### config.mk
export PLATFORM = sky130hd
export DESIGN_NAME = pva_ring
export DESIGN_NICKNAME = d
export VERILOG_FILES = /design/src/pva_pkg.sv /design/src/pva_cell.sv /design/src/pva_ring.sv
export SDC_FILE = /design/constraint.sdc
export NUM_CORES = 1
export LEC_CHECK = 0
export BUFFER_PORTS_ARGS = -buffer_cell sky130_fd_sc_hd__buf_2
export CELL_PAD_IN_SITES_DETAIL_PLACEMENT = 2
export CELL_PAD_IN_SITES_GLOBAL_PLACEMENT = 2
export CORE_AREA = 2 2 78 80
export CTS_BUF_LIST = sky130_fd_sc_hd__clkbuf_2
export CTS_CLUSTER_DIAMETER = 200
export DETAILED_ROUTE_END_ITERATION = 7
export DIE_AREA = 0 0 80 82
export PLACE_DENSITY_LB_ADDON = 0.1
export SLEW_MARGIN = 20
export SYNTH_ARGS = -nofsm -noshare
export SYNTH_HDL_FRONTEND = slang
export SYNTH_SLANG_ARGS = --single-unit
export TNS_END_PERCENT = 100
### constraint.sdc
create_clock -name clk -period 0.9 [get_ports clk]
set_clock_uncertainty 0.05 [all_clocks]
set_input_delay 0.135 -clock clk [delete_from_list [all_inputs] [get_ports clk]]
set_output_delay 0.135 -clock clk [all_outputs]
set_load 0.005 [all_outputs]
### src/pva_pkg.sv
`timescale 1ns / 1ps
`default_nettype none
// ----------------------------------------------------------------------------
// pva_pkg: shared types and constants of the voice allocator
// widths, event and action codes, the per-voice entry and the scan summary
// ----------------------------------------------------------------------------
package pva_pkg;

    localparam int VOICES  = 8;
    localparam int VIDX_W  = $clog2(VOICES);
    localparam int RANK_W  = $clog2(VOICES);
    localparam int CNT_W   = $clog2(VOICES + 1);
    localparam int NOTE_W  = 7;
    localparam int OP_W    = 2;
    localparam int VOICE_W = 3;
    localparam int ACT_W   = 2;

    // event codes
    localparam logic [OP_W-1:0] OP_NOTE_ON  = 2'd0;
    localparam logic [OP_W-1:0] OP_NOTE_OFF = 2'd1;
    localparam logic [OP_W-1:0] OP_DONE     = 2'd2;

    // action codes
    localparam logic [ACT_W-1:0] ACT_NONE    = 2'd0;
    localparam logic [ACT_W-1:0] ACT_START   = 2'd1;
    localparam logic [ACT_W-1:0] ACT_RELEASE = 2'd2;
    localparam logic [ACT_W-1:0] ACT_FREED   = 2'd3;

    // one voice slot as it travels around the ring
    typedef struct packed {
        logic              valid;
        logic [NOTE_W-1:0] note;
        logic [RANK_W-1:0] rank;
    } entry_t;

    // what one trip around the ring found
    typedef struct packed {
        logic              hit;
        logic [VIDX_W-1:0] hit_idx;
        logic [RANK_W-1:0] hit_rank;
        logic              empty;
        logic [VIDX_W-1:0] empty_idx;
        logic [VIDX_W-1:0] zero_idx;
        logic [CNT_W-1:0]  count;
        logic              dv_valid;
        logic [NOTE_W-1:0] dv_note;
        logic [RANK_W-1:0] dv_rank;
    } scan_t;

endpackage
`default_nettype wire

### src/pva_cell.sv
`timescale 1ns / 1ps
`default_nettype none
// ----------------------------------------------------------------------------
// pva_cell: one voice slot of the ring
// holds a voice entry and passes it on when the ring shifts
// ----------------------------------------------------------------------------
module pva_cell import pva_pkg::*;
(
    input  wire logic   clk,
    input  wire logic   rst_n,
    input  wire logic   shift,
    input  wire entry_t d,
    output entry_t      q
);

    logic              valid_reg;
    logic [NOTE_W-1:0] note_reg;
    logic [RANK_W-1:0] rank_reg;

    always_ff @(posedge clk or negedge rst_n)
    begin
        if (!rst_n)
        begin
            valid_reg <= 1'b0;
        end
        else if (shift)
        begin
            valid_reg <= d.valid;
        end
    end

    always_ff @(posedge clk)
    begin
        if (shift)
        begin
            note_reg <= d.note;
            rank_reg <= d.rank;
        end
    end

    assign q = '{valid: valid_reg, note: note_reg, rank: rank_reg};

endmodule
`default_nettype wire

### src/pva_ring.sv
`timescale 1ns / 1ps
`default_nettype none
// ----------------------------------------------------------------------------
// pva_ring: chain of voice cells
// cell 0 takes the feed, each cell hands its entry to the next, last is tail
// ----------------------------------------------------------------------------
module pva_ring import pva_pkg::*;
(
    input  wire logic   clk,
    input  wire logic   rst_n,
    input  wire logic   shift,
    input  wire entry_t feed,
    output entry_t      tail
);

    entry_t q [VOICES];

    for (genvar i = 0; i < VOICES; i++)
    begin : g_cell
        if (i == 0)
        begin : g_head
            pva_cell u_cell (.clk(clk), .rst_n(rst_n), .shift(shift), .d(feed), .q(q[i]));
        end
        else
        begin : g_body
            pva_cell u_cell (.clk(clk), .rst_n(rst_n), .shift(shift), .d(q[i-1]), .q(q[i]));
        end
    end

    assign tail = q[VOICES-1];

endmodule
`default_nettype wire

-- Yosys cells after proc, flatten, opt, wreduce, memory -nomap -nowiden
Index checks and enable logic that the tools add are counted.
- output and inout port bits: 11
- word-level logic and storage cells: 24
- input bits: 14
- flip-flop bits (word level): 88

-- Logic depth before layout (Yosys ltp)
- depth in word-level cells: 0
- depth in mapped cells: 2

-- Hierarchy
A second synthesis with hierarchy kept.
- cell total of the unflattened synthesis: 104
- area total of the unflattened synthesis: 2782.7 µm²
- modules (own cells, without submodules) (module ; area each (µm²) ; instances ; cells an instance):
    pva_cell ; 347.8 ; 8 ; 13

-- Worst setup path after synthesis
Ideal clock, no wire load.
- path type: register to register
- from: register g_cell[7].g_body.u_cell.valid_reg (netlist name)
- to: register g_cell[7].g_body.u_cell.valid_reg
- cell stages (with the launch flop): 2
- slack: 0.121 ns
- data arrival time: 0.604 ns
- buffers on the path: 0
- period minus slack after synthesis: 0.779 ns
- cells stage by stage: dfrtp_1 > mux2_4
- RTL lines (item ; RTL line ; source):
    end signal, assigned ; pva_cell.sv:28 ; valid_reg <= d.valid;
    end, declared ; pva_cell.sv:16 ; logic valid_reg;

-- Final worst setup path
- from: register g_cell[7].g_body.u_cell.valid_reg
- to: output tail[10] in the netlist's numbering
- RTL lines (item ; RTL line ; source):
    end, declared ; pva_ring.sv:13 ; output entry_t tail
No word-level cell between the ends.

==> flow_summary.json <==
{
  "outcome": "complete, but fails checks",
  "violations": "setup timing",
  "cts_buffers": 9,
  "synth_cells": 98,
  "portBuffers": 24,
  "p_leak_nw": 1.23,
  "yosys_register_bits": 88,
  "avgSynthCellArea_um2": 28.0,
  "rsz0062_at_grt": "yes",
  "finalHoldViolations": 0,
  "worstPathCellList": "buf_2",
  "crit_type": "flop to primary output",
  "cts_root_buf": "clkbuf_2",
  "max-slew-margin-rel_pct": 84.8,
  "cts_tree": "built",
  "cp.required_ps": 710,
  "core-area_um2": 5750,
  "grtUsageMet1_pct": 16.4,
  "crit_fanout": 2,
  "seq_area_frac_synth_pct": 94.9,
  "grt_max_degree": 39,
  "use_met3_pct": 3.85,
  "synth_fp_nets": 112,
  "layout_setup_ws_ps": -334,
  "min_period_ps": 1230,
  "worstSetupEndpointType": "primary output",
  "clk_pin_slew_ps": 230,
  "die-area_um2": 6560,
  "final_max_slew_viol_count": 0,
  "p_per_area_nw_per_um2": 2210,
  "synth_cell_types": 5,
  "setup_violations": 12,
  "clockBufferDepth": 2,
  "syn2layout_area_growth_pct": 20.7,
  "maxCapViolations": 0,
  "via_count": 1071,
  "grt_pass1_vias": 1116,
  "use_met2_pct": 20.1,
  "drive_gt1_share_pct": 34.0,
  "fin_nets": 165,
  "firstDrtPassIters": 4,
  "grt_use_total_pct": 13.1,
  "crit_slowest_cell": "dfrtp_1",
  "die-height_um": 82,
  "hp-class": "input pin to flop",
  "max_freq_mhz": 810,
  "grt_overflow": 0,
  "crit_buf_inv": 1,
  "antennaDiodeCount": 0,
  "synth_area_um2": 2740,
  "crit_family": "flip-flops",
  "grt.busiest_layer": "met2",
  "die_w_um": 80,
  "routabilityCongestion": 0.587,
  "max_stage_delay_ps": 430,
  "final_antenna_net_count": 0,
  "start_util_pct": 47.7,
  "largest_register_ff_count": 49,
  "wl_per_cell_um": 17.1,
  "dpl.hpwl_um": 2220,
  "hold_ws_ps": 250,
  "crit_arrival_ps": 1050,
  "insertion_delay_ps": 490,
  "final_cell_mix": "edfxtp_1, buf_2, dlygate4sd3_1, clkbuf_2",
  "finalWirelength_um": 3960,
  "num_io_pins": 25,
  "clock_sinks": 88,
  "ys_warn_count": 0,
  "ir_drop_mv": 1.23,
  "htreeDepth": 3,
  "layout_commonest_cell": "edfxtp_1",
  "viasPerCell": 4.64,
  "start_kind": "flop",
  "drt_iter0_markers": 61,
  "tightest_slew_ps": 228,
  "route.detailed.drc": 0,
  "dp.cells": 199,
  "grt_pass1_wl_um": 5860,
  "final_cells": 231,
  "row_count": 28,
  "post-route-period-util_pct": 137,
  "antenna_found_initial": 0
}
-- synth_stat cells --
cell type | instances | area share [%]
buf_4 | 1 | 0.27
buf_6 | 1 | 0.41
dfrtp_1 | 8 | 7.3
edfxtp_1 | 80 | 88
mux2_4 | 8 | 4.4
-- layout make-up --
| cell class | count | area, um^2 |
|---|---|---|
| Timing Repair Buffer | 44 | 377 |
| Clock buffer | 9 | 45.0 |
| Sequential cell | 88 | 2600 |
| Clock inverter | 7 | 71.3 |
| Multi-Input combinational cell | 8 | 120 |
| Fill cell | 474 | 2440 |
| Tap cell | 75 | 93.8 |
-- final timing paths --
check                                               startpoint                                  end  slack [ps]  cells past startpoint
min in group asynchronous                                rst_n    g_cell[7].g_body.u_cell.valid_reg         480                      3
max                          g_cell[7].g_body.u_cell.valid_reg                             tail[10]        -330                      1
min reg2reg                g_cell[5].g_body.u_cell.rank_reg[2]  g_cell[6].g_body.u_cell.rank_reg[2]         400                      0
max reg2reg                  g_cell[7].g_body.u_cell.valid_reg    g_cell[7].g_body.u_cell.valid_reg         -50                      2
min                                                      shift  g_cell[3].g_body.u_cell.note_reg[3]         250                      3
max in group asynchronous                                rst_n    g_cell[5].g_body.u_cell.valid_reg         150                      3
-- logic make-up (layout without fill, tap and decap cells) --
group	Yosys count	count (layout)	share of synthesized area, %
flops	88	88	94.9
mux	8	8	4.38
buf+inv	2	60	0.685
-- worst register-to-register path, stage by stage (launching register included) --
cell and delay (ps):
dfrtp_1 430, buf_4 130, mux2_4 260
-- stage by stage --
| step | setup WS [ps] | power [mW] | util [%] | setup TNS, ps | instance area, um^2 |
|---|---|---|---|---|---|
| floorplan | 121 | 5.17 | - | 0 | 2740 |
| global placement | 12.0 | 5.32 | 52.3 | 0 | 3010 |
| detailed placement | -10.4 | 5.40 | 52.3 | -37.7 | 3010 |
| CTS | -387 | 7.38 | 56.9 | -4030 | 3270 |
| global route | -419 | 7.58 | 57.6 | -4390 | 3310 |
| finish | -334 | 7.31 | 57.6 | -3400 | 3310 |
-- per-layer routing --
metal	routed length, um	share of wire (%)
met1	1610	41
met2	2080	53
met4	87	2.2
met5	0	0
met3	178	4.5
-- timing repair --
| action | CTS | global route |
|---|---|---|
| setup endpoints to repair | 11 | 65 |
| buffers inserted | 1 | 0 |
| hold buffers | 14 | 1 |
| resized for setup | 0 | 3 |
| gates cloned | 0 | 1 |
| hold endpoints to repair | 21 | 8 |
-- power breakdown --
group	internal [mW]	switching, mW
clock	0.641	1.27
sequential	4.81	0.125
combinational	0.285	0.172
total	5.74	1.57
Power figures use the tool's default switching activity.
