===== src/pva_pkg.sv =====
`timescale 1ns / 1ps
`default_nettype none
// ----------------------------------------------------------------------------
// pva_pkg: shared types and constants of the voice allocator
// widths, event and action codes, the per-voice entry and the scan summary
// ----------------------------------------------------------------------------
package pva_pkg;

    localparam int VOICES  = 8;
    localparam int VIDX_W  = $clog2(VOICES);
    localparam int RANK_W  = $clog2(VOICES);
    localparam int CNT_W   = $clog2(VOICES + 1);
    localparam int NOTE_W  = 7;
    localparam int OP_W    = 2;
    localparam int VOICE_W = 3;
    localparam int ACT_W   = 2;

    // event codes
    localparam logic [OP_W-1:0] OP_NOTE_ON  = 2'd0;
    localparam logic [OP_W-1:0] OP_NOTE_OFF = 2'd1;
    localparam logic [OP_W-1:0] OP_DONE     = 2'd2;

    // action codes
    localparam logic [ACT_W-1:0] ACT_NONE    = 2'd0;
    localparam logic [ACT_W-1:0] ACT_START   = 2'd1;
    localparam logic [ACT_W-1:0] ACT_RELEASE = 2'd2;
    localparam logic [ACT_W-1:0] ACT_FREED   = 2'd3;

    // one voice slot as it travels around the ring
    typedef struct packed {
        logic              valid;
        logic [NOTE_W-1:0] note;
        logic [RANK_W-1:0] rank;
    } entry_t;

    // what one trip around the ring found
    typedef struct packed {
        logic              hit;
        logic [VIDX_W-1:0] hit_idx;
        logic [RANK_W-1:0] hit_rank;
        logic              empty;
        logic [VIDX_W-1:0] empty_idx;
        logic [VIDX_W-1:0] zero_idx;
        logic [CNT_W-1:0]  count;
        logic              dv_valid;
        logic [NOTE_W-1:0] dv_note;
        logic [RANK_W-1:0] dv_rank;
    } scan_t;

endpackage
`default_nettype wire


===== src/pva_scan.sv =====
`timescale 1ns / 1ps
`default_nettype none
// ----------------------------------------------------------------------------
// pva_scan: ring observer
// collects holder, empty slot, oldest voice and pool count as entries pass
// ----------------------------------------------------------------------------
module pva_scan import pva_pkg::*;
(
    input  wire logic              clk,
    input  wire logic              rst_n,
    input  wire logic              start,
    input  wire logic              step,
    input  wire logic [VIDX_W-1:0] idx,
    input  wire entry_t            tail,
    input  wire logic [NOTE_W-1:0] note,
    input  wire logic [2:0]        done_voice,
    output scan_t                  scan
);

    scan_t scan_reg;
    scan_t scan_next;

    // voices pass from high index to low, so the last match is the lowest index
    always_comb
    begin
        scan_next = scan_reg;
        if (start)
        begin
            scan_next = '0;
        end
        else if (step)
        begin
            if (tail.valid && tail.note == note)
            begin
                scan_next.hit      = 1'b1;
                scan_next.hit_idx  = idx;
                scan_next.hit_rank = tail.rank;
            end
            if (!tail.valid)
            begin
                scan_next.empty     = 1'b1;
                scan_next.empty_idx = idx;
            end
            if (tail.valid && tail.rank == '0)
            begin
                scan_next.zero_idx = idx;
            end
            if (tail.valid)
            begin
                scan_next.count = scan_reg.count + CNT_W'(1);
            end
            if (idx == VIDX_W'(done_voice))
            begin
                scan_next.dv_valid = tail.valid;
                scan_next.dv_note  = tail.note;
                scan_next.dv_rank  = tail.rank;
            end
        end
    end

    always_ff @(posedge clk or negedge rst_n)
    begin
        if (!rst_n)
        begin
            scan_reg <= '0;
        end
        else
        begin
            scan_reg <= scan_next;
        end
    end

    assign scan = scan_reg;

endmodule
`default_nettype wire

===== config.mk =====
export PLATFORM = sky130hd
export DESIGN_NAME = pva_scan
export DESIGN_NICKNAME = d
export VERILOG_FILES = /design/src/pva_pkg.sv /design/src/pva_scan.sv
export SDC_FILE = /design/constraint.sdc
export NUM_CORES = 1
export LEC_CHECK = 0
export BUFFER_PORTS_ARGS = -buffer_cell sky130_fd_sc_hd__buf_2
export CAP_MARGIN = 20
export CORE_UTILIZATION = 50
export DETAILED_ROUTE_END_ITERATION = 7
export PLACE_DENSITY = 0.91
export SETUP_SLACK_MARGIN = 0.2
export SKIP_LAST_GASP = 1
export SLEW_MARGIN = 20
export SYNTH_ARGS = -nofsm -noshare
export SYNTH_HDL_FRONTEND = slang
export SYNTH_SLANG_ARGS = --single-unit
export TNS_END_PERCENT = 30

===== constraint.sdc =====
create_clock -name clk -period 2.3 [get_ports clk]
set_clock_uncertainty 0.1 [all_clocks]
set_input_delay 0.115 -clock clk [delete_from_list [all_inputs] [get_ports clk]]
set_output_delay 0.115 -clock clk [all_outputs]
set_load 0.01 [all_outputs]

# Word level (Yosys, flattened, before mapping)
# Cells that the tools add are included.
dict set report word_totals {
  out_inout_bits 29
  word_cells 34
  register_bits 29
}
dict set report op_classes {
  n_addsub 1
  mux 7
  n_reduce_logical 13
  eq_ne 3
}
# op count
set ops {}
lappend ops {{$mux 29} 2}
lappend ops {{$mux 11} 1}
lappend ops {{$reduce_and 2->1} 5}
lappend ops {{$reduce_bool 2->1} 5}
lappend ops {{$mux 4} 2}
lappend ops {{$eq 7x7->1} 1}
lappend ops {{$mux 7} 1}
lappend ops {{$add 4x1->4 const B} 1}
lappend ops {{$eq 3x3->1} 1}
lappend ops {{$logic_not 3->1} 1}
lappend ops {{$mux 3} 1}
lappend ops {{$logic_and 1x1->1} 2}
lappend ops {{$ne 2x2->1 const B} 1}

# Longest topological paths before layout
dict set report logic_depth {
  ltp_word 5
  depth_mapped 5
  depth_no_buf 4
}

# Least setup slack after synthesis
# OpenSTA, ideal clock, no wires.
dict set report synth_path {
  kind {reg2reg}
  start {register scan_reg, in the netlist scan[11]}
  end {register scan_reg, in the netlist scan[14]}
  setup_slack_ns 1.182
  setup_ns 0.078
  stages_incl_launch_ff 4
  arrival_time_ns 0.941
  n_path_buf 0
  cell_sequence {dfrtp_1 -> nand3_1 -> or3_1 -> a21oi_1}
}
dict set report synth_between {
  elab_chain_len 4
}
# item line_no
set synth_rtl {}
lappend synth_rtl {{start: declaration} pva_scan.sv:20} ;# scan_t scan_reg;
lappend synth_rtl {{start signal: assignment} pva_scan.sv:69} ;# scan_reg <= scan_next;
lappend synth_rtl {{$add 4x1->4} pva_scan.sv:50} ;# scan_next.count = scan_reg.count + CNT_W'(1);
lappend synth_rtl {{$mux 4} pva_scan.sv:48} ;# if (tail.valid)
lappend synth_rtl {{$mux 29} pva_scan.sv:31} ;# else if (step)
lappend synth_rtl {{$mux 29} pva_scan.sv:27} ;# if (start)
# Every way passes these cells. The select of a mux whose other input is x is not followed.
# A chain may end at the register's enable or synchronous reset.

# Worst setup path after layout
dict set report layout_path {
  start {register scan_reg, in the netlist scan[11]}
  end {register scan_reg, in the netlist scan[12]}
}
# The elaborated chain is that of the path after synthesis.

==> metrics.cfg <==
[floorplanning]
top_level_ports=57
placementRows=18
core_area_um2=2520
die_x_um=54.3
dieArea_um2=2950
initial_core_util_pct=54.3
dieHeight_um=54.3

[clock_network]
clk_pin_slew_ps=80
clock_latency_ps=320
cts_tree=done
cts_buffers=5
clkSinkCount=29
cts_max_path_buffers=2
cts_setup_buffers=0
root_buffer=clkbuf_4
htree_levels=2

[pwr]
p_per_area_nw_per_um2=524
vdd_drop_max_mv=0.464
power_switching_uw=248
seq_power_share_pct=53.7
clock_power_share_pct=31.2
internal_power_uw=738
power_leakage_nw=1.09
sw_frac_of_total_pct=25.2
p_comb_share_pct=15.1

[global_route]
grt_max_degree=36
overflow=0
grt_pass1_vias=1111
antenna_found_initial=0
grt_pass1_wl_mm=4.68
grt_util_all_layers_pct=23.7

[logic_synthesis]
synth_edf_count=0
synth_top_cell_by_area=dfrtp_1
synth-simple-area-share_pct=17.8
synth_compound_area_share_pct=1.83
synthXorXnorAreaFrac_pct=7.68
syn_area_per_cell_um2=11.5
synth_ff_type=dfrtp_1
synthCells=119
synthArstFlopShare_pct=100
yosys.area_share.adder_pct=0.914
synthMuxAreaShare_pct=16.8
yosys_warnings=0
yosysUniqueCellTypes=20
synth_top_cell_area_share_pct=53.0
synth_area_um2=1370
syn_nets=148
ys_top_cells_by_area=dfrtp_1 (53%), mux2i_1 (17%), xor2_1 (5.8%), nand2b_1 (5.5%), nor2_1 (5.2%)
ys_ff_latch=29
ys_seq_area_share_pct=53.0
synth_top_family_by_area=simple AND/OR/NAND/NOR gates

[setup_path]
arrival_ps=1770
crit_type=reg -> reg
critPathMaxStageDelay_ps=570
path_max_fanout=4
crit_chain=ha_1 -> nand3_1 -> dlygate4sd3_1 -> a21oi_1
endpoint_kind=register
slowest_stage=dlygate4sd3_1
start_kind=register
r2r_slack_ps=620
crit_required_ps=2380

[route]
first_iter_violations=5
drc_errors=0
ant_nets=0
routed_via_density=5.11
drt_pass1_iterations=4
vias=1144
wl_mm=3.07
wl_per_cell_um=13.7

[placed_design]
hpwl_mm=2.06
place_congestion=0.755
io_buffer_count=56

[cells_and_area]
largest_reg_flops=29
mostFrequentLayoutCell=buf_2
fillers=196
seq_area_um2=726
finalNetCount=223
final_cell_mix=buf_2 (56), dfrtp_1 (29), mux2i_1 (23), nor2_1 (19), dlygate4sd3_1 (15)
area_growth_pct=37.4
insertedDiodeCount=0
drive_gt1_share_pct=35.1
multi_input_area_um2=617

[timing]
tightest_slew_ps=630
slew_headroom_pct=58.0
timing.final.crit_share_pct=73.2
setup_viol=0
drv_slew=0
fin_tns_setup_ps=0
finalHoldViolations=0
fmax_ghz=0.594
timing.hold.ws_ps=8.37
period_needed_ps=1680
rsz0062_at_grt=no

[run_status]
status=completed

[min_path]
hold_path.class=in -> reg

[job]
maxCapViolCount=0

-- per-layer routing --
layer | share of wire (%) | wire length, um | vias up | track usage, %
li1 | - | - | 542 | -
met1 | 41 | 1250 | 542 | 25.7
met2 | 49 | 1520 | 51 | 40.2
met3 | 7.3 | 223 | 9 | 9.17
met4 | 2.7 | 82 | 0 | 11.5
met5 | 0 | 0 | - | 0
-- power groups by stage --
stage               clock (mW)  combinational, mW  sequential [mW]
floorplan                    0             0.0582            0.545
global placement             0              0.126            0.539
detailed placement           0              0.131            0.540
CTS                      0.315              0.150            0.530
global route             0.343              0.165            0.532
finish                   0.307              0.149            0.529
-- kinds of logic (layout without fill, tap and decap cells) --
| family | count (synthesis) | count (layout) |
|---|---|---|
| simple gates | 43 | 43 |
| xor+xnor | 12 | 12 |
| fa+ha+maj | 1 | 1 |
| compound gates | 5 | 5 |
| buf+inv | 6 | 81 |
| mux | 23 | 23 |
| flops | 29 | 29 |
-- timing repair --
action,CTS,global route
hold buffers,15,0
gates resized for setup,0,0
hold endpoints to repair,44,0
-- critical path: cells and delay by family (launching register included) --
family	cells	cell delay, ps
fa+ha+maj	1	300
buf+inv	1	570
compound gates	1	60
simple gates	1	80
flops	1	430
-- cell usage after synthesis, drive strengths merged (2+ instances only) --
master	count
clkbuf	3
nand2b	12
nand3	3
nand2	3
nor2	19
xor2	9
inv	2
dfrtp	29
a21oi	4
xnor2	3
nor4	3
mux2i	23
-- worst paths after layout --
kind	from	endpoint	cells after the start
setup / recovery	scan[11]	scan[12]	4
hold / removal	idx[1]	scan[26]	3
setup reg to reg	scan[11]	scan[12]	4
hold reg to reg	scan[16]	scan[16]	2
max in group asynchronous	rst_n	scan[5]	2
min in group asynchronous	rst_n	scan[20]	2
-- area by class of cell --
class / count / share of cell area [%]
Sequential cell: 29 / 38.6
Multi-Input combinational cell: 84 / 32.8
Timing Repair Buffer: 72 / 23.3
Clock buffer: 7 / 2.93
Tap cell: 30 / 2.00
Inverter: 2 / 0.399
-- through the flow --
stage	cells	util, %	area (um^2)	total power, mW	setup slack, ps
2_1_floorplan	119	-	1370	0.603	1180
4_1_cts	224	74.6	1880	0.994	663
5_1_grt	224	74.6	1880	1.04	589
3_3_place_gp	202	66.4	1680	0.665	1020
3_5_place_dp	202	66.4	1680	0.670	981
6_report	224	74.6	1880	0.986	617
No activity file was read; power rests on OpenSTA's default activity.
